<file path="src/hdl/i2cm_pkg.sv">
// i2cm_pkg: shared types and constants of the i2c master controller
// used by i2cm_seq and i2c_master_controller_unit; no dependencies
`default_nettype none

package i2cm_pkg;

   // stream widths
   localparam int ReqDataWidth = 32;
   localparam int ReqUserWidth = 2;
   localparam int RspDataWidth = 16;
   localparam int CsrDataWidth = 8;

   // action codes
   localparam logic [1:0] ACT_TICK  = 2'd0;
   localparam logic [1:0] ACT_WRITE = 2'd1;
   localparam logic [1:0] ACT_READ  = 2'd2;
   localparam logic [1:0] ACT_LOAD  = 2'd3;

   // reset value of the acknowledge timeout limit
   localparam logic [7:0] ACK_LIMIT_RESET = 8'd250;

   // bit of the shift register that goes out first
   localparam int MsbBit = 7;

   // one result item
   typedef struct packed {
      logic       failed;
      logic       done_res;
      logic       busy_res;
      logic       data_request;
      logic       read_valid;
      logic [7:0] read_byte;
      logic       sda_level;
      logic       scl_level;
   } rsp_type;

endpackage

`default_nettype wire

</file>
<file path="src/hdl/i2cm_seq.sv">
// i2cm_seq: bus phase sequencer, one phase per accepted item
// holds the transfer state; depends on i2cm_pkg
`default_nettype none

module i2cm_seq (
   input  wire logic             clock,
   input  wire logic             reset,
   input  wire logic             step,
   input  wire logic [1:0]       action,
   input  wire logic [7:0]       address_byte,
   input  wire logic [7:0]       transfer_length,
   input  wire logic [7:0]       write_byte,
   input  wire logic             sda_in,
   input  wire logic [7:0]       ack_limit,
   output i2cm_pkg::rsp_type     res
);
   import i2cm_pkg::*;

   // phase codes
   localparam logic [4:0] PH_IDLE   = 5'd0;
   localparam logic [4:0] PH_ST_B   = 5'd1;
   localparam logic [4:0] PH_ST_C   = 5'd2;
   localparam logic [4:0] PH_TX_SET = 5'd3;
   localparam logic [4:0] PH_TX_HI  = 5'd4;
   localparam logic [4:0] PH_TX_LO  = 5'd5;
   localparam logic [4:0] PH_AK_REL = 5'd6;
   localparam logic [4:0] PH_AK_HI  = 5'd7;
   localparam logic [4:0] PH_AK_SMP = 5'd8;
   localparam logic [4:0] PH_AK_LO  = 5'd9;
   localparam logic [4:0] PH_WAIT   = 5'd10;
   localparam logic [4:0] PH_RX_LO  = 5'd11;
   localparam logic [4:0] PH_RX_HI  = 5'd12;
   localparam logic [4:0] PH_MA_LO  = 5'd13;
   localparam logic [4:0] PH_MA_HI  = 5'd14;
   localparam logic [4:0] PH_MA_END = 5'd15;
   localparam logic [4:0] PH_SP_A   = 5'd16;
   localparam logic [4:0] PH_SP_B   = 5'd17;

   logic [4:0] phase_ff, phase_in;
   logic [7:0] shreg_ff, shreg_in;
   logic [3:0] bitcnt_ff, bitcnt_in;
   logic [7:0] remaining_ff, remaining_in;
   logic [8:0] tocnt_ff, tocnt_in;
   logic       reading_ff, reading_in;
   logic       acklvl_ff, acklvl_in;
   logic       fail_ff, fail_in;

   logic [4:0] cur_phase;
   logic [7:0] cur_shreg;
   logic [3:0] cur_bitcnt;
   logic [7:0] rx_shift;
   logic [3:0] bit_inc;
   logic [7:0] rem_dec;
   logic [8:0] tocnt_inc;

   // a loaded byte while waiting starts the bit phase in the same step
   always_comb begin
      if (phase_ff == PH_WAIT && action == ACT_LOAD) begin
         cur_phase  = PH_TX_SET;
         cur_shreg  = write_byte;
         cur_bitcnt = 4'd0;
      end else begin
         cur_phase  = phase_ff;
         cur_shreg  = shreg_ff;
         cur_bitcnt = bitcnt_ff;
      end
   end

   assign rx_shift  = {cur_shreg[6:0], sda_in};
   assign bit_inc   = cur_bitcnt + 4'd1;
   assign rem_dec   = remaining_ff - 8'd1;
   assign tocnt_inc = tocnt_ff + 9'd1;

   // phase step: line levels and next state
   always_comb begin
      phase_in     = cur_phase;
      shreg_in     = cur_shreg;
      bitcnt_in    = cur_bitcnt;
      remaining_in = remaining_ff;
      tocnt_in     = tocnt_ff;
      reading_in   = reading_ff;
      acklvl_in    = acklvl_ff;
      fail_in      = fail_ff;
      res          = '0;
      res.scl_level = 1'b1;
      res.sda_level = 1'b1;
      case (cur_phase)
         PH_IDLE: begin
            if (action == ACT_WRITE || action == ACT_READ) begin
               reading_in   = (action == ACT_READ);
               shreg_in     = (action == ACT_READ) ? address_byte + 8'd1 : address_byte;
               remaining_in = transfer_length;
               bitcnt_in    = 4'd0;
               fail_in      = 1'b0;
               phase_in     = PH_ST_B;
            end
         end
         PH_ST_B: begin
            res.sda_level = 1'b0;
            phase_in      = PH_ST_C;
         end
         PH_ST_C: begin
            res.scl_level = 1'b0;
            res.sda_level = 1'b0;
            phase_in      = PH_TX_SET;
         end
         PH_TX_SET: begin
            res.scl_level = 1'b0;
            res.sda_level = cur_shreg[MsbBit];
            phase_in      = PH_TX_HI;
         end
         PH_TX_HI: begin
            res.sda_level = cur_shreg[MsbBit];
            phase_in      = PH_TX_LO;
         end
         PH_TX_LO: begin
            res.scl_level = 1'b0;
            res.sda_level = cur_shreg[MsbBit];
            shreg_in      = {cur_shreg[6:0], 1'b0};
            bitcnt_in     = bit_inc;
            phase_in      = (bit_inc >= 4'd8) ? PH_AK_REL : PH_TX_SET;
         end
         PH_AK_REL: begin
            res.scl_level = 1'b0;
            tocnt_in      = 9'd0;
            phase_in      = PH_AK_HI;
         end
         PH_AK_HI: begin
            phase_in = PH_AK_SMP;
         end
         PH_AK_SMP: begin
            // slave holds sda low for ack; count high samples otherwise
            if (!sda_in) begin
               phase_in = PH_AK_LO;
            end else begin
               tocnt_in = tocnt_inc;
               if (tocnt_inc > {1'b0, ack_limit}) begin
                  fail_in  = 1'b1;
                  phase_in = PH_SP_A;
               end
            end
         end
         PH_AK_LO: begin
            res.scl_level = 1'b0;
            if (remaining_ff == 8'd0) begin
               phase_in = PH_SP_A;
            end else if (reading_ff) begin
               bitcnt_in = 4'd0;
               shreg_in  = 8'd0;
               phase_in  = PH_RX_LO;
            end else begin
               remaining_in = rem_dec;
               phase_in     = PH_WAIT;
            end
         end
         PH_WAIT: begin
            res.scl_level = 1'b0;
         end
         PH_RX_LO: begin
            res.scl_level = 1'b0;
            phase_in      = PH_RX_HI;
         end
         PH_RX_HI: begin
            shreg_in  = rx_shift;
            bitcnt_in = bit_inc;
            if (bit_inc >= 4'd8) begin
               res.read_valid = 1'b1;
               res.read_byte  = rx_shift;
               remaining_in   = rem_dec;
               acklvl_in      = (rem_dec == 8'd0);
               phase_in       = PH_MA_LO;
            end else begin
               phase_in = PH_RX_LO;
            end
         end
         PH_MA_LO: begin
            res.scl_level = 1'b0;
            res.sda_level = acklvl_ff;
            phase_in      = PH_MA_HI;
         end
         PH_MA_HI: begin
            res.sda_level = acklvl_ff;
            phase_in      = PH_MA_END;
         end
         PH_MA_END: begin
            res.scl_level = 1'b0;
            res.sda_level = acklvl_ff;
            if (remaining_ff == 8'd0) begin
               phase_in = PH_SP_A;
            end else begin
               bitcnt_in = 4'd0;
               shreg_in  = 8'd0;
               phase_in  = PH_RX_LO;
            end
         end
         PH_SP_A: begin
            res.scl_level = 1'b0;
            res.sda_level = 1'b0;
            phase_in      = PH_SP_B;
         end
         PH_SP_B: begin
            res.done_res = 1'b1;
            res.failed   = fail_ff;
            fail_in      = 1'b0;
            phase_in     = PH_IDLE;
         end
         default: begin
            phase_in = PH_IDLE;
         end
      endcase
      res.data_request = (phase_in == PH_WAIT);
      res.busy_res     = (phase_in != PH_IDLE);
   end

   // state registers advance once per accepted item
   always_ff @(posedge clock) begin
      if (reset) begin
         phase_ff     <= PH_IDLE;
         shreg_ff     <= 8'd0;
         bitcnt_ff    <= 4'd0;
         remaining_ff <= 8'd0;
         tocnt_ff     <= 9'd0;
         reading_ff   <= 1'b0;
         acklvl_ff    <= 1'b0;
         fail_ff      <= 1'b0;
      end else if (step) begin
         phase_ff     <= phase_in;
         shreg_ff     <= shreg_in;
         bitcnt_ff    <= bitcnt_in;
         remaining_ff <= remaining_in;
         tocnt_ff     <= tocnt_in;
         reading_ff   <= reading_in;
         acklvl_ff    <= acklvl_in;
         fail_ff      <= fail_in;
      end
   end

   // checks
   a_fail_with_done: assert property (@(posedge clock) disable iff (reset)
      step && res.failed |-> res.done_res)
      else $error("failure flagged without stop");

   a_done_ends_busy: assert property (@(posedge clock) disable iff (reset)
      step && res.done_res |-> !res.busy_res)
      else $error("busy still set after stop");

   a_read_in_transfer: assert property (@(posedge clock) disable iff (reset)
      step && res.read_valid |-> res.busy_res && !res.data_request)
      else $error("read byte outside a read transfer");

   a_timeout_bound: assert property (@(posedge clock) disable iff (reset)
      tocnt_ff <= 9'd256)
      else $error("timeout count ran past its bound");

   a_bitcnt_bound: assert property (@(posedge clock) disable iff (reset)
      step && bitcnt_in > 4'd8 |-> 1'b0)
      else $error("bit count past one byte");

endmodule

`default_nettype wire

</file>
<file path="src/hdl/i2c_master_controller_unit.sv">
// i2c_master_controller_unit: top level of the i2c master controller
// wraps i2cm_seq with stream handshakes and the csr; depends on i2cm_pkg
// result: the result item for an accepted item is registered and shown in the cycle after it is accepted
// throughput: one item per cycle while results are taken; the result register is refilled as it is taken
// reset: synchronous, clears the phase sequencer to idle, empties the result
// register and sets the acknowledge timeout limit to 250
`default_nettype none

module i2c_master_controller_unit (
   input  wire logic                                clock,
   input  wire logic                                reset,
   // req_tdata: address_byte[7:0], transfer_length[15:8], write_byte[23:16], sda_in[24]
   input  wire logic                                req_tvalid,
   output logic                                     req_tready,
   input  wire logic [i2cm_pkg::ReqDataWidth-1:0]   req_tdata,
   // req_tuser: action[1:0]
   input  wire logic [i2cm_pkg::ReqUserWidth-1:0]   req_tuser,
   // rsp_tdata: scl_level[0], sda_level[1], read_byte[9:2], read_valid[10],
   // data_request[11], busy_res[12], done_res[13], failed[14]
   output logic                                     rsp_tvalid,
   input  wire logic                                rsp_tready,
   output logic [i2cm_pkg::RspDataWidth-1:0]        rsp_tdata,
   // csr_data: ack_timeout_limit[7:0]
   input  wire logic                                csr_valid,
   output logic                                     csr_ready,
   input  wire logic [i2cm_pkg::CsrDataWidth-1:0]   csr_data
);
   import i2cm_pkg::*;

   logic       step;
   logic [7:0] limit_ff;
   logic       rsp_valid_ff;
   rsp_type    rsp_ff;
   rsp_type    res;

   // take an item whenever the result register is free or being emptied
   assign req_tready = !rsp_valid_ff || rsp_tready;
   assign step       = req_tvalid && req_tready;
   assign csr_ready  = 1'b1;

   // timeout limit register
   always_ff @(posedge clock) begin
      if (reset) begin
         limit_ff <= ACK_LIMIT_RESET;
      end else if (csr_valid) begin
         limit_ff <= csr_data;
      end
   end

   i2cm_seq u_seq (
      .clock           (clock),
      .reset           (reset),
      .step            (step),
      .action          (req_tuser[1:0]),
      .address_byte    (req_tdata[7:0]),
      .transfer_length (req_tdata[15:8]),
      .write_byte      (req_tdata[23:16]),
      .sda_in          (req_tdata[24]),
      .ack_limit       (limit_ff),
      .res             (res)
   );

   // result register
   always_ff @(posedge clock) begin
      if (reset) begin
         rsp_valid_ff <= 1'b0;
      end else if (step) begin
         rsp_valid_ff <= 1'b1;
      end else if (rsp_tready) begin
         rsp_valid_ff <= 1'b0;
      end
   end

   always_ff @(posedge clock) begin
      if (step) begin
         rsp_ff <= res;
      end
   end

   assign rsp_tvalid = rsp_valid_ff;
   assign rsp_tdata  = {1'b0, rsp_ff};

   // checks
   a_no_overwrite: assert property (@(posedge clock) disable iff (reset)
      rsp_valid_ff && !rsp_tready |-> !step)
      else $error("item accepted over a held result");

   a_result_follows: assert property (@(posedge clock) disable iff (reset)
      step |=> rsp_valid_ff)
      else $error("accepted item left no result");

   a_pad_zero: assert property (@(posedge clock) disable iff (reset)
      rsp_tvalid |-> !rsp_tdata[15])
      else $error("padding bit set");

endmodule

`default_nettype wire

</file>
<file path="config.mk">
export PLATFORM = sky130hd
export DESIGN_NAME = i2c_master_controller_unit
export DESIGN_NICKNAME = d
export VERILOG_FILES = /design/src/hdl/i2cm_pkg.sv /design/src/hdl/i2cm_seq.sv /design/src/hdl/i2c_master_controller_unit.sv
export SDC_FILE = /design/constraint.sdc
export NUM_CORES = 1
export LEC_CHECK = 0
export ABC_AREA = 0
export BUFFER_PORTS_ARGS = -buffer_cell sky130_fd_sc_hd__buf_2
export CAP_MARGIN = 25
export CORE_MARGIN = 5
export CORE_UTILIZATION = 45
export CTS_CLUSTER_DIAMETER = 200
export DETAILED_ROUTE_END_ITERATION = 16
export GPL_TIMING_DRIVEN = 0
export PLACE_DENSITY_LB_ADDON = 0.08
export SLEW_MARGIN = 20
export SYNTH_ARGS = -nofsm -noshare
export SYNTH_HDL_FRONTEND = slang
export SYNTH_HIERARCHICAL = 1
export SYNTH_SLANG_ARGS = --single-unit
export TNS_END_PERCENT = 50
</file>
<file path="constraint.sdc">
create_clock -name clock -period 7 [get_ports clock]
set_input_delay 0.7 -clock clock [delete_from_list [all_inputs] [get_ports clock]]
set_output_delay 0.7 -clock clock [all_outputs]
set_load 0.005 [all_outputs]
</file>
==> summary.md, run 1 <==
| Metric | Value |
|---|---|
| RSZ-0062 raised after global routing | false |
| Worst setup EP type | register |
| CORE AREA | 8760 µm² |
| Drt drc | 0 |
| Comb pwr share | between 20% and 30% |
| Diode count | 0 |
| Final WS setup | 3.76 ns |
| Top_reg_cell synth | dfxtp_1 |
| Chip Width | 105 µm |
| Routed wire length | between 10000 and 15000 µm |
| Slew headroom | between 50% and 60% |
| Most common cell after layout, fill and taps aside | buf_2 |
| Grt ovf | 0 |
| Per-cell routed wire length | 16.8 µm |
| Post-synthesis sequential area ratio | 33.8% |
| Final nets | 612 |
| Synth warnings | 6 |
| Endpoints failing setup | 0 |
| Peak Freq | 0.308 GHz |
| Total Routing Usage GR | between 10% and 20% |
| Max cap viols | 0 |
| Psw | between 0.3 and 0.4 mW |
| Worst slew pin tran | between 0.7 and 0.8 ns |
| I/O pin count | 66 |
| Detail Placement HPWL | 8420 µm |
| FILL cells | 846 |
| Worst-Skew Late Latency | ~0.34 ns |
| Worst-case hold path end point | u_seq/tocnt_ff[1] |
| Row count | 34 |
| Async S/R FF share, synth | 0% |
| Clock network fraction of total power | about 39% |
| Reg-to-Reg End | rsp_tdata[12] |
| Most frequent cells in the layout | 61 x buf_2, 50 x nor2_1, 46 x dfxtp_1 |
| H-tree levels | 3 |
| Syn_area_per_cell | 8.37 µm² |
| Post-cts sizing count | 0 |
| DR iter-0 viols | about 300 |
| Clock sinks | 61 |
| Post-synth EDFFs | 15 |
| Startpoint Class | register |
| Vert. Die Dim | 105 µm |
| Hold Crit Class | reg2reg |
| Routed vias | 3865 |
| Initial DRT Pass Iterations | 5 |
| Post-DR vias/cell | 5.83 |
| Hold Fails Final Rpt | 0 |
| Multi-input logic area | about 2500 µm² |
| Seq pwr share | between 30% and 40% |
| Initial Util | 46.2% |
| CTS tree | built |
| Hold path depth | 2 |
| Port bufs | 55 |
| Max clock buf depth | 2 |
| Post-Syn Nets | 546 |
| Setup Skew | between 0.01 and 0.015 ns |
| Full die area | about 11000 µm² |
| CP Max Fanout | 7 |
| Fraction of layout cells with a size suffix above 1 | 19.5% |
| Num CTS Buffers | 9 |
| Hold Path Origin | u_seq/tocnt_ff[1] |
| Syn Inst Count | 484 |
| Worst R2R Setup Slack | 3.76 ns |
| Final Cycle Share | 46.3% |
| Vias in the first global route | 3508 |
| CP arrival | 3.30 ns |
| Initial antenna violation count | 0 |
| Largest net degree at the start of global routing | 18 |
| Internal Power | 0.725 mW |
| Reg area | 1370 µm² |
| Status | finished clean |
| Sw Ratio | just under 30% |
| Slew Viols, Final | 0 |
| Area grow syn2layout | 16.5% |
| Global-route wire length before repair | 18100 µm |
| Synthesized cell area | 4050 µm² |
| Clock transition at path regs | 0.07 ns |
| Reg2Reg Depth | 10 |
| Number of synthesized register bits | 61 |
| Setup repair bufs after CTS | 0 |
| Maximum vdd ir drop | 0.0910 mV |
| Fin crit period | 3.24 ns |
| Req. time, crit path | 7.06 ns |
| Final ANT Viol Nets | 0 |
| Power Dens Cells | roughly 220 nW/µm² |
| Crit Path Class | reg2reg |
| Cell variety after synth | 74 |
| Number of hold buffers added after CTS | 0 |
| GP Congestion | about 0.95 |
| Leakage power | 1.93 nW |
| CTS Root Cell | clkbuf_8 |
| Setup WS pre-CTS | 3.76 ns |
| Fin Setup TNS | 0 ns |
| Worst reg2reg path startpoint | u_seq/tocnt_ff[0] |
==> cell families (layout without fill, tap and decap cells) <==
family	after synthesis	count (layout)	synth area share [%]
other	2	2	0.185
and+or+nand+nor	198	198	26.0
buffers and inverters	48	119	5.56
AOI/OAI and AO/OA	128	128	22.0
DFF	61	61	33.8
muxes	13	13	3.24
xor gates and xnor gates	19	19	4.48
adders and majority gates	15	15	4.63
==> power groups by stage <==
stage	sequential (mW)	combinational [mW]	clock (mW)
5_1_grt	0.397	0.250	0.431
2_1_floorplan	0.399	0.157	0
3_5_place_dp	0.402	0.223	0
4_1_cts	0.394	0.225	0.411
3_3_place_gp	0.402	0.222	0
6_report	0.394	0.228	0.404
==> synthesized netlist by cell type, types with 6 or more instances <==
cell type | n | area [µm²]
a211oi_1 | 12 | 90.1
a21oi_1 | 32 | 160
a311oi_1 | 8 | 70.1
and2_1 | 8 | 50.1
and3_1 | 10 | 62.6
buf_2 | 6 | 30.0
buf_4 | 6 | 45.0
clkbuf_1 | 15 | 56.3
dfxtp_1 | 46 | 921
edfxtp_1 | 15 | 450
ha_1 | 15 | 188
inv_1 | 17 | 63.8
mux2i_1 | 12 | 120
nand2_1 | 45 | 169
nand2b_1 | 7 | 43.8
nand3_1 | 15 | 75.1
nand4_1 | 9 | 56.3
nor2_1 | 50 | 188
nor2b_1 | 8 | 50.1
nor3_1 | 7 | 35.0
o21ai_0 | 22 | 110
or3_1 | 6 | 37.5
xnor2_1 | 8 | 70.1
xor2_1 | 10 | 87.6
==> worst max-delay path: stages, from the launching register on <==
cell and delay [ns]:
dfxtp_1 0.45, ha_1 0.29, nand3_1 0.19, xnor2_1 0.22, ha_1 0.28, a211o_1 0.26, a21oi_1 0.11, o211ai_1 0.10
a311oi_1 0.59, o2111ai_1 0.24, nand3b_1 0.22
==> cell type report <==
| cell class | instances | area share, % |
|---|---|---|
| Buffer | 31 | 3.42 |
| Tap cell | 108 | 2.86 |
| Clock inverter | 6 | 2.28 |
| Sequential cell | 61 | 29.1 |
| Inverter | 17 | 1.35 |
| Clock buffer | 10 | 3.16 |
| Multi-Input combinational cell | 375 | 52.0 |
| Timing Repair Buffer | 55 | 5.83 |
==> per-layer routing <==
| layer | up-vias | routed length [µm] | track usage [%] |
|---|---|---|---|
| met2 | 167 | 4940 | 29.8 |
| met3 | 11 | 920 | 3.39 |
| met1 | 1782 | 5210 | 29.9 |
| met5 | - | 0 | 0 |
| met4 | 0 | 72 | 5.11 |
| li1 | 1905 | - | - |
==> registers in the layout, summed over array words and instances, names as in the netlist, 4 cells and up <==
signal and flops:
limit_ff 8, rsp_tdata 15, u_seq/bitcnt_ff 4, u_seq/phase_ff 5, u_seq/remaining_ff 8, u_seq/shreg_ff 8
u_seq/tocnt_ff 9
==> stage by stage <==
| stage | total power [mW] | hold WS (ns) | area, µm² | utilization, % | instances |
|---|---|---|---|---|---|
| global route | 1.08 | 0.512 | 4720 | 53.8 | 663 |
| finish | 1.03 | 0.491 | 4720 | 53.8 | 663 |
| detailed placement | 0.625 | 0.479 | 4460 | 50.9 | 647 |
| global placement | 0.624 | 0.471 | 4460 | 50.9 | 647 |
| CTS | 1.03 | 0.489 | 4720 | 53.8 | 663 |
| floorplan | 0.556 | 0.450 | 4050 | - | 484 |
==> worst max path at each step <==
stage	start	end	slack (ns)	cells past startpoint
floorplan	u_seq/tocnt_ff[0]	rsp_tdata[12]	4.32	10
global route	u_seq/tocnt_ff[0]	rsp_tdata[12]	3.48	10
global placement	u_seq/tocnt_ff[0]	rsp_tdata[12]	3.79	10
CTS	u_seq/tocnt_ff[0]	rsp_tdata[12]	3.74	10
detailed placement	u_seq/tocnt_ff[0]	rsp_tdata[12]	3.76	10
finish	u_seq/tocnt_ff[0]	rsp_tdata[12]	3.76	10
Note: power is estimated with default switching activity, not from simulation.
==> run 2, diff against run 1 <==
--- a/config.mk
+++ b/config.mk
@@ -5,7 +5,7 @@
 export SDC_FILE = /design/constraint.sdc
 export NUM_CORES = 1
 export LEC_CHECK = 0
-export ABC_AREA = 0
+export ABC_AREA = 1
 export BUFFER_PORTS_ARGS = -buffer_cell sky130_fd_sc_hd__buf_2
 export CAP_MARGIN = 25
 export CORE_MARGIN = 5
==> constraint.sdc (replaced) <==
create_clock -name clock -period 3.4 [get_ports clock]
set_input_delay 0.34 -clock clock [delete_from_list [all_inputs] [get_ports clock]]
set_output_delay 0.34 -clock clock [all_outputs]
set_load 0.005 [all_outputs]
==> run 2 against run 1 <==
Effect of this change:
- final area fell by 1.5%
- via count rose by 2.3%
- clock skew rose by 0.0012 ns
- first-iteration DRC count fell by 32%
- clock power rose by 79%
==> summary.md, run 2 <==
| Metric | Value |
|---|---|
| Max cap viols | 0 (unchanged) |
| Setup Skew | 0.0142 ns (was 0.0130 ns) |
| Clock transition at path regs | 0.08 ns (was 0.07 ns) |
| Fin crit period | 2.51 ns (was 3.24 ns) |
| GP Congestion | 0.947 (about the same) |
| Reg2Reg Depth | 17 (was 10) |
| Area grow syn2layout | 16.0% (was 16.5%) |
| Crit path max-delay family | simple AND/OR/NAND/NOR gates (was compound AO/OA/AOI/OAI gates) |
| Port bufs | 55 (unchanged) |
| Worst setup EP type | register (unchanged) |
| Synth cell count leaders | 132 x nand2_1, 83 x nor2_1, 76 x inv_1 (was 50 x nor2_1, 46 x dfxtp_1, 45 x nand2_1) |
| Area post-placement | 4430 µm² (was 4460 µm²) |
| Setup repair bufs after CTS | 0 (unchanged) |
| Per-cell routed wire length | 13.9 µm (was 16.8 µm) |
| Slew Viols, Final | 0 (unchanged) |
| Post-cts sizing count | 0 (unchanged) |
| Detail Placement HPWL | 8210 µm (was 8420 µm) |
| Synth Area in Simple Gates | 32.8% (was 26.0%) |
| Initial antenna violation count | 0 (unchanged) |
| CP arrival | 2.61 ns (was 3.30 ns) |
| Synthesized cell area | 4010 µm² (was 4050 µm²) |
| Peak Freq | 0.399 GHz (was 0.308 GHz) |
| Metal3 WL | 507 µm (was 920 µm) |
| Critical-path cell list | ha_1 > nand3_1 > xor2_1 > ha_1 > nand2_1 > nor2_1 > nand2_1 > nand3_1 > nand2_1 > nand2_1 > nand2_1 > nand2_1 > nand2_1 > nand2_1 > nand3_1 > nor2_1 > nand2_1 (was ha_1 > nand3_1 > xnor2_1 > ha_1 > a211o_1 > a21oi_1 > o211ai_1 > a311oi_1 > o2111ai_1 > nand3b_1) |
| Synth Area in Adders | 4.69% (was 4.63%) |
| CP max-delay cell | dfxtp_1 (was a311oi_1) |
| Met2 WL | 5020 µm (was 4940 µm) |
| Worst-Skew Late Latency | 0.34 ns (about the same) |
| Synth warnings | 6 (unchanged) |
| Routed vias | 3952 (was 3865) |
| Max FFs per register | 15 (unchanged) |
| Routed wire length | 10700 µm (was 11100 µm) |
| Largest net degree at the start of global routing | 22 (was 18) |
| Drt drc | 0 (unchanged) |
| Vias in the first global route | 3902 (was 3508) |
| Req. time, crit path | 3.50 ns (was 7.06 ns) |
| Post-DR vias/cell | 5.13 (was 5.83) |
| Total Routing Usage GR | 20.1% (was 20.0%) |
| Row count | 34 (unchanged) |
| Initial DRT Pass Iterations | 5 (unchanged) |
| CP Max Fanout | 3 (was 7) |
| Power, Total | 2.06 mW (was 1.03 mW) |
| Syn_area_per_cell | 6.77 µm² (was 8.37 µm²) |
| Startpoint Class | register (unchanged) |
| CTS tree | built (unchanged) |
| Largest family of logic cells by synthesized area | simple AND/OR/NAND/NOR gates (unchanged) |
| Worst-case hold path end point | limit_ff[3] (was u_seq/tocnt_ff[1]) |
| Num CTS Buffers | 9 (unchanged) |
| CORE AREA | 8680 µm² (was 8760 µm²) |
| Final ANT Viol Nets | 0 (unchanged) |
| Hold path depth | 3 (was 2) |
| Async S/R FF share, synth | 0% (unchanged) |
| Most frequent cells in the layout | 132 x nand2_1, 83 x nor2_1, 76 x inv_1 (was 61 x buf_2, 50 x nor2_1, 46 x dfxtp_1) |
| Cell variety after synth | 46 (was 74) |
| Full die area | 10900 µm² (was 11000 µm²) |
| Most common cell type on the critical path | nand2_1 (was ha_1) |
| Maximum vdd ir drop | 0.213 mV (was 0.0910 mV) |
| I/O pin count | 66 (unchanged) |
| Uppermost routed layer | met4 (unchanged) |
| Synth Area in Compound Gates | 14.1% (was 22.0%) |
| Worst R2R Setup Slack | 0.89 ns (was 3.76 ns) |
| H-tree levels | 3 (unchanged) |
| Most common cell after layout, fill and taps aside | nand2_1 (was buf_2) |
| Leakage power | 2.35 nW (was 1.93 nW) |
| Status | finished clean (unchanged) |
| Post-synthesis sequential area ratio | 34.2% (was 33.8%) |
| Mux share of post-synthesis cell area | 0.250% (was 3.24%) |
| Worst Path Buf+Inv | 0 (unchanged) |
| Power Dens Cells | 442 nW/µm² (was 217 nW/µm²) |
| Post-Syn Nets | 654 (was 546) |
| Grt ovf | 0 (unchanged) |
| Post-Synth XOR/XNOR Area | 3.06% (was 4.48%) |
| Vert. Die Dim | 104 µm (was 105 µm) |
| CTS Root Cell | clkbuf_8 (unchanged) |
| DR iter-0 viols | 207 (was 303) |
| Util after Layout | 53.5% (was 53.8%) |
| Final Cycle Share | 73.8% (was 46.3%) |
| Hold Path Origin | csr_data[3] (was u_seq/tocnt_ff[1]) |
| Layout Cells excl Fill | 771 (was 663) |
| Number of synthesized register bits | 61 (unchanged) |
| Diode count | 0 (unchanged) |
| Top_reg_cell synth | dfxtp_1 (unchanged) |
| Initial Util | 46.2% (about the same) |
| Syn Inst Count | 592 (was 484) |
| Yosys top cell area share | 23.0% (was 22.7%) |
| Endpoints failing setup | 0 (unchanged) |
| Hold Crit Class | in2reg (was reg2reg) |
| Worst slew pin tran | 0.781 ns (was 0.706 ns) |
| Clock sinks | 61 (unchanged) |
| Largest stage delay on the critical path | 0.37 ns (was 0.59 ns) |
| Slew headroom | 47.8% (was 52.9%) |
| Placed instance count | 755 (was 647) |
| Design area | 4650 µm² (was 4720 µm²) |
| Final nets | 720 (was 612) |
| Yosys top cell by area | dfxtp_1 (unchanged) |
| Worst reg2reg path startpoint | u_seq/tocnt_ff[0] (unchanged) |
| Reg-to-Reg End | rsp_tdata[12] (unchanged) |
| Crit Path Class | reg2reg (unchanged) |
| Top post-synthesis cells by area | dfxtp_1 23%, nand2_1 12%, edfxtp_1 11% (was dfxtp_1 23%, edfxtp_1 11%, ha_1 4.6%) |
| Hold Fails Final Rpt | 0 (unchanged) |
| Most common cell in the netlist | nand2_1 (was nor2_1) |
| RSZ-0062 raised after global routing | false (unchanged) |
| Post-synth EDFFs | 15 (unchanged) |
| Fraction of layout cells with a size suffix above 1 | 16.1% (was 19.5%) |
| Number of hold buffers added after CTS | 0 (unchanged) |
| Met1 WL | 4980 µm (was 5210 µm) |
| Chip Width | 104 µm (was 105 µm) |
| Max clock buf depth | 2 (unchanged) |
| Global-route wire length before repair | 18200 µm (was 18100 µm) |
-- run 2: report_power, final --
group / switching, mW / leakage (nW) / internal, mW
sequential: 0.0372 / 0.527 / 0.800
combinational: 0.323 / 1.71 / 0.173
clock: 0.300 / 0.115 / 0.422
-- run 2: area by class of cell --
type,instances,area [µm²]
Sequential cell,61,1370
Timing Repair Buffer,55,275
Clock inverter,3,40.0
Buffer,15,91.3
Inverter,89,339
Tap cell,108,135
Fill cell,912,4030
Clock buffer,13,180
Multi-Input combinational cell,427,2210
-- run 2: logic make-up (layout without fill, tap and decap cells) --
group	after synthesis	in the layout
mux	1	1
buf+inv	104	175
fa+ha+maj	15	15
compound gates	103	103
xor+xnor	14	14
simple gates	292	292
other cells	2	2
flops	61	61
-- run 2: how the worst max path moves through the flow --
stage | endpoint | startpoint | slack [ns] | cells after the start
after floorplan | u_seq/remaining_ff[3] | req_tvalid | 0.98 | 7
after global placement | u_seq/phase_ff[0] | req_tvalid | -0.28 | 8
after detailed placement | rsp_tdata[12] | u_seq/tocnt_ff[0] | 0.88 | 17
after CTS | rsp_tdata[12] | u_seq/tocnt_ff[0] | 0.88 | 17
after global routing | rsp_tdata[12] | u_seq/tocnt_ff[0] | 0.60 | 17
final | rsp_tdata[12] | u_seq/tocnt_ff[0] | 0.89 | 17
-- run 2: routing by layer --
metal / GRT usage [%] / vias to the layer above
met3: 4.22 / 16
li1: - / 2051
met4: 4.90 / 0
met5: 0 / -
met2: 33.0 / 109
met1: 26.9 / 1776
-- run 2: per-stage QoR --
stage               hold slack [ns]  TNS [ns]  setup WS (ns)
global route                  0.190         0          0.597
global placement              0.441     -2.60         -0.275
floorplan                     0.409         0          0.978
finish                        0.206         0          0.891
CTS                           0.192         0          0.884
detailed placement            0.443         0          0.883
-- run 2: worst min-delay path, stage by stage --
cell and delay, ns:
buf_2 0.07, nand2_1 0.04, nand3_1 0.06
==> run 3, diff against run 2 <==
--- a/config.mk
+++ b/config.mk
@@ -5,7 +5,7 @@
 export SDC_FILE = /design/constraint.sdc
 export NUM_CORES = 1
 export LEC_CHECK = 0
-export ABC_AREA = 1
+export ABC_AREA = 0
 export BUFFER_PORTS_ARGS = -buffer_cell sky130_fd_sc_hd__buf_2
 export CAP_MARGIN = 25
 export CORE_MARGIN = 5
==> constraint.sdc (replaced) <==
create_clock -name clock -period 2.5 [get_ports clock]
set_input_delay 0.25 -clock clock [delete_from_list [all_inputs] [get_ports clock]]
set_output_delay 0.25 -clock clock [all_outputs]
set_load 0.005 [all_outputs]
==> run 3 against run 2 <==
Effect of this change:
- final area rose by 5.4%
- utilization rose by 2.3 points
- count of clock-buffer cells in the layout did not move
- highest routed layer unchanged
- critical path depth fell by 5
- non-clock buffer count rose by 25
- worst hold slack got worse by 0.089 ns
- critical path type unchanged
- total power rose by 27%
- die area rose by 1.0%
- the run now ends with setup timing left
- fmax fell by 10%
- register-to-register slack got worse by 1.2 ns
- sequential share of layout area fell by 1.2 points
==> summary.md, run 3 (synthesized netlist as in run 1, its figures left out) <==
| Metric | Value |
|---|---|
| Status | finished with violations (was finished clean) |
| Failing checks | setup timing |
| Largest stage delay on the critical path | 0.39 ns (was 0.37 ns) |
| Hold Crit Class | in2reg (unchanged) |
| Max FFs per register | 15 (unchanged) |
| Global-route wire length before repair | 18900 µm (was 18200 µm) |
| Endpoints failing setup | 5 (was 0) |
| Final WS setup | -0.295 ns (was 0.891 ns) |
| Sw Ratio | 32.3% (was 32.1%) |
| Clock network fraction of total power | 32.2% (was 35.1%) |
| Chip Width | 105 µm (was 104 µm) |
| Util after Layout | 55.9% (was 53.5%) |
| Worst slew pin tran | 0.614 ns (was 0.781 ns) |
| Num CTS Buffers | 9 (unchanged) |
| Hold Fails Final Rpt | 0 (unchanged) |
| Worst setup EP type | register (unchanged) |
| Peak Freq | 0.358 GHz (was 0.399 GHz) |
| Req. time, crit path | 2.72 ns (was 3.50 ns) |
| Final nets | 621 (was 720) |
| Slew headroom | 59.1% (was 47.8%) |
| CORE AREA | 8760 µm² (was 8680 µm²) |
| Per-cell routed wire length | 17.2 µm (was 13.9 µm) |
| Clock sinks | 61 (unchanged) |
| RSZ-0062 raised after global routing | true (was false) |
| Post-DR vias/cell | 5.84 (was 5.13) |
| Fraction of layout cells with a size suffix above 1 | 25.0% (was 16.1%) |
| Most frequent cells in the layout | 60 x buf_2, 48 x nor2_1, 45 x nand2_1 (was 132 x nand2_1, 83 x nor2_1, 76 x inv_1) |
| Psw | 0.840 mW (was 0.660 mW) |
| Diode count | 0 (unchanged) |
| CTS Root Cell | clkbuf_8 (unchanged) |
| Worst-Skew Late Latency | 0.34 ns (about the same) |
| Comb pwr share | 25.4% (was 24.1%) |
| Clock transition at path regs | 0.07 ns (was 0.08 ns) |
| CP max-delay cell | a311oi_4 (was dfxtp_1) |
| Vert. Die Dim | 105 µm (was 104 µm) |
| Power Dens Cells | 531 nW/µm² (was 442 nW/µm²) |
| Vias in the first global route | 3758 (was 3902) |
| Row count | 34 (unchanged) |
| Startpoint Class | register (unchanged) |
| DR iter-0 viols | 294 (was 207) |
| CTS tree | built (unchanged) |
| Detail Placement HPWL | 8570 µm (was 8210 µm) |
| Leakage power | 1.97 nW (was 2.35 nW) |
| Slew Viols, Final | 0 (unchanged) |
| Port bufs | 55 (unchanged) |
| H-tree levels | 3 (unchanged) |
| Crit Path Class | reg2reg (unchanged) |
| Initial DRT Pass Iterations | 5 (unchanged) |
| Internal Power | 1.76 mW (was 1.39 mW) |
| Placed instance count | 647 (was 755) |
| Total Routing Usage GR | 21.0% (was 20.1%) |
| Full die area | 11000 µm² (was 10900 µm²) |
| Multi-input logic area | 2620 µm² (was 2210 µm²) |
| Reg area | 1380 µm² (was 1370 µm²) |
| Critical-path cell list | ha_4 > and3_4 > nand3_4 > xnor2_4 > ha_2 > a211o_1 > a21oi_2 > o211ai_1 > a311oi_4 > buf_4 > a221oi_4 > a211oi_2 (was ha_1 > nand3_1 > xor2_1 > ha_1 > nand2_1 > nor2_1 > nand2_1 > nand3_1 > nand2_1 > nand2_1 > nand2_1 > nand2_1 > nand2_1 > nand2_1 > nand3_1 > nor2_1 > nand2_1) |
| Final Cycle Share | 112% (was 73.8%) |
| Max cap viols | 0 (unchanged) |
| Routed vias | 3926 (was 3952) |
| Layout Cells excl Fill | 672 (was 771) |
| Initial Util | 46.2% (about the same) |
| Drt drc | 0 (unchanged) |
| Fin crit period | 2.80 ns (was 2.51 ns) |
| Grt ovf | 0 (unchanged) |
| Most common cell after layout, fill and taps aside | buf_2 (was nand2_1) |
| Final ANT Viol Nets | 0 (unchanged) |
| Area grow syn2layout | 20.8% (was 16.0%) |
| Initial antenna violation count | 0 (unchanged) |
| CP Max Fanout | 5 (was 3) |
| Max clock buf depth | 2 (unchanged) |
| Maximum vdd ir drop | 0.249 mV (was 0.213 mV) |
| Setup WS pre-CTS | -0.380 ns (was 0.883 ns) |
| Largest net degree at the start of global routing | 18 (was 22) |
| FILL cells | 823 (was 912) |
| CP arrival | 3.02 ns (was 2.61 ns) |
| GP Congestion | 0.939 (was 0.947) |
| Routed wire length | 11600 µm (was 10700 µm) |
| Seq pwr share | 42.3% (was 40.7%) |
| I/O pin count | 66 (unchanged) |
| Setup Skew | 0.0152 ns (was 0.0142 ns) |
run 3: power by group through the flow:
stage	sequential (mW)	combinational, mW	clock (mW)
5_1_grt	1.11	0.726	0.913
4_1_cts	1.10	0.638	0.861
2_1_floorplan	1.12	0.439	0
3_3_place_gp	1.12	0.617	0
6_report	1.10	0.662	0.838
3_5_place_dp	1.13	0.624	0
run 3: what timing repair did:
action / 4_1_cts / 5_1_grt
pin swaps: 14 / 12
gates resized for setup: 21 / 13
endpoints found under the setup margin: 23 / 17
setup buffers: 6 / 4
hold buffers: 0 / 0
run 3: area by class of cell:
class	instances	share of cell area (%)
well taps	108	2.76
plain buffers	31	3.37
clock buffers	13	3.45
flip-flops and latches	61	28.3
clock inverters	3	0.409
inverters	17	1.30
repair buffers	64	7.00
multi-input cells	375	53.4
run 3: path summary, 6_finish.rpt:
check	from	end	slack, ns	cells after the start
hold / removal	csr_data[3]	limit_ff[3]	0.12	2
setup reg to reg	u_seq/tocnt_ff[1]	u_seq/phase_ff[3]	-0.30	12
hold reg to reg	u_seq/tocnt_ff[7]	u_seq/tocnt_ff[7]	0.49	2
setup / recovery	u_seq/tocnt_ff[1]	u_seq/phase_ff[3]	-0.30	12
run 3: metal layers:
| layer | share of wire (%) | up-vias | track usage, % |
|---|---|---|---|
| met2 | 45 | 153 | 32.1 |
| met1 | 46 | 1817 | 29.5 |
| met4 | 2.2 | 0 | 8.04 |
| met5 | 0 | - | 0 |
| met3 | 6.6 | 21 | 3.76 |
| li1 | - | 1935 | - |
run 3: critical path, delay by kind of cell (launching register included):
kind / cells / cell delay (ns)
buffers and inverters: 1 / 0.19
XOR/XNOR: 1 / 0.16
AO/OA/AOI/OAI: 6 / 1.30
AND/OR/NAND/NOR: 2 / 0.30
adder cells (fa/ha/maj): 2 / 0.35
flip-flops: 1 / 0.37
run 3: metrics by stage:
step / setup TNS, ns / instance area [µm²] / hold WS, ns / power (mW)
after floorplan: 0 / 4060 / 0.372 / 1.56
after global placement: -3.48 / 4470 / 0.455 / 1.74
after detailed placement: -4.56 / 4470 / 0.461 / 1.75
after CTS: -0.747 / 4810 / 0.105 / 2.60
after global routing: -1.70 / 4900 / 0.112 / 2.75
final: -1.06 / 4900 / 0.117 / 2.60
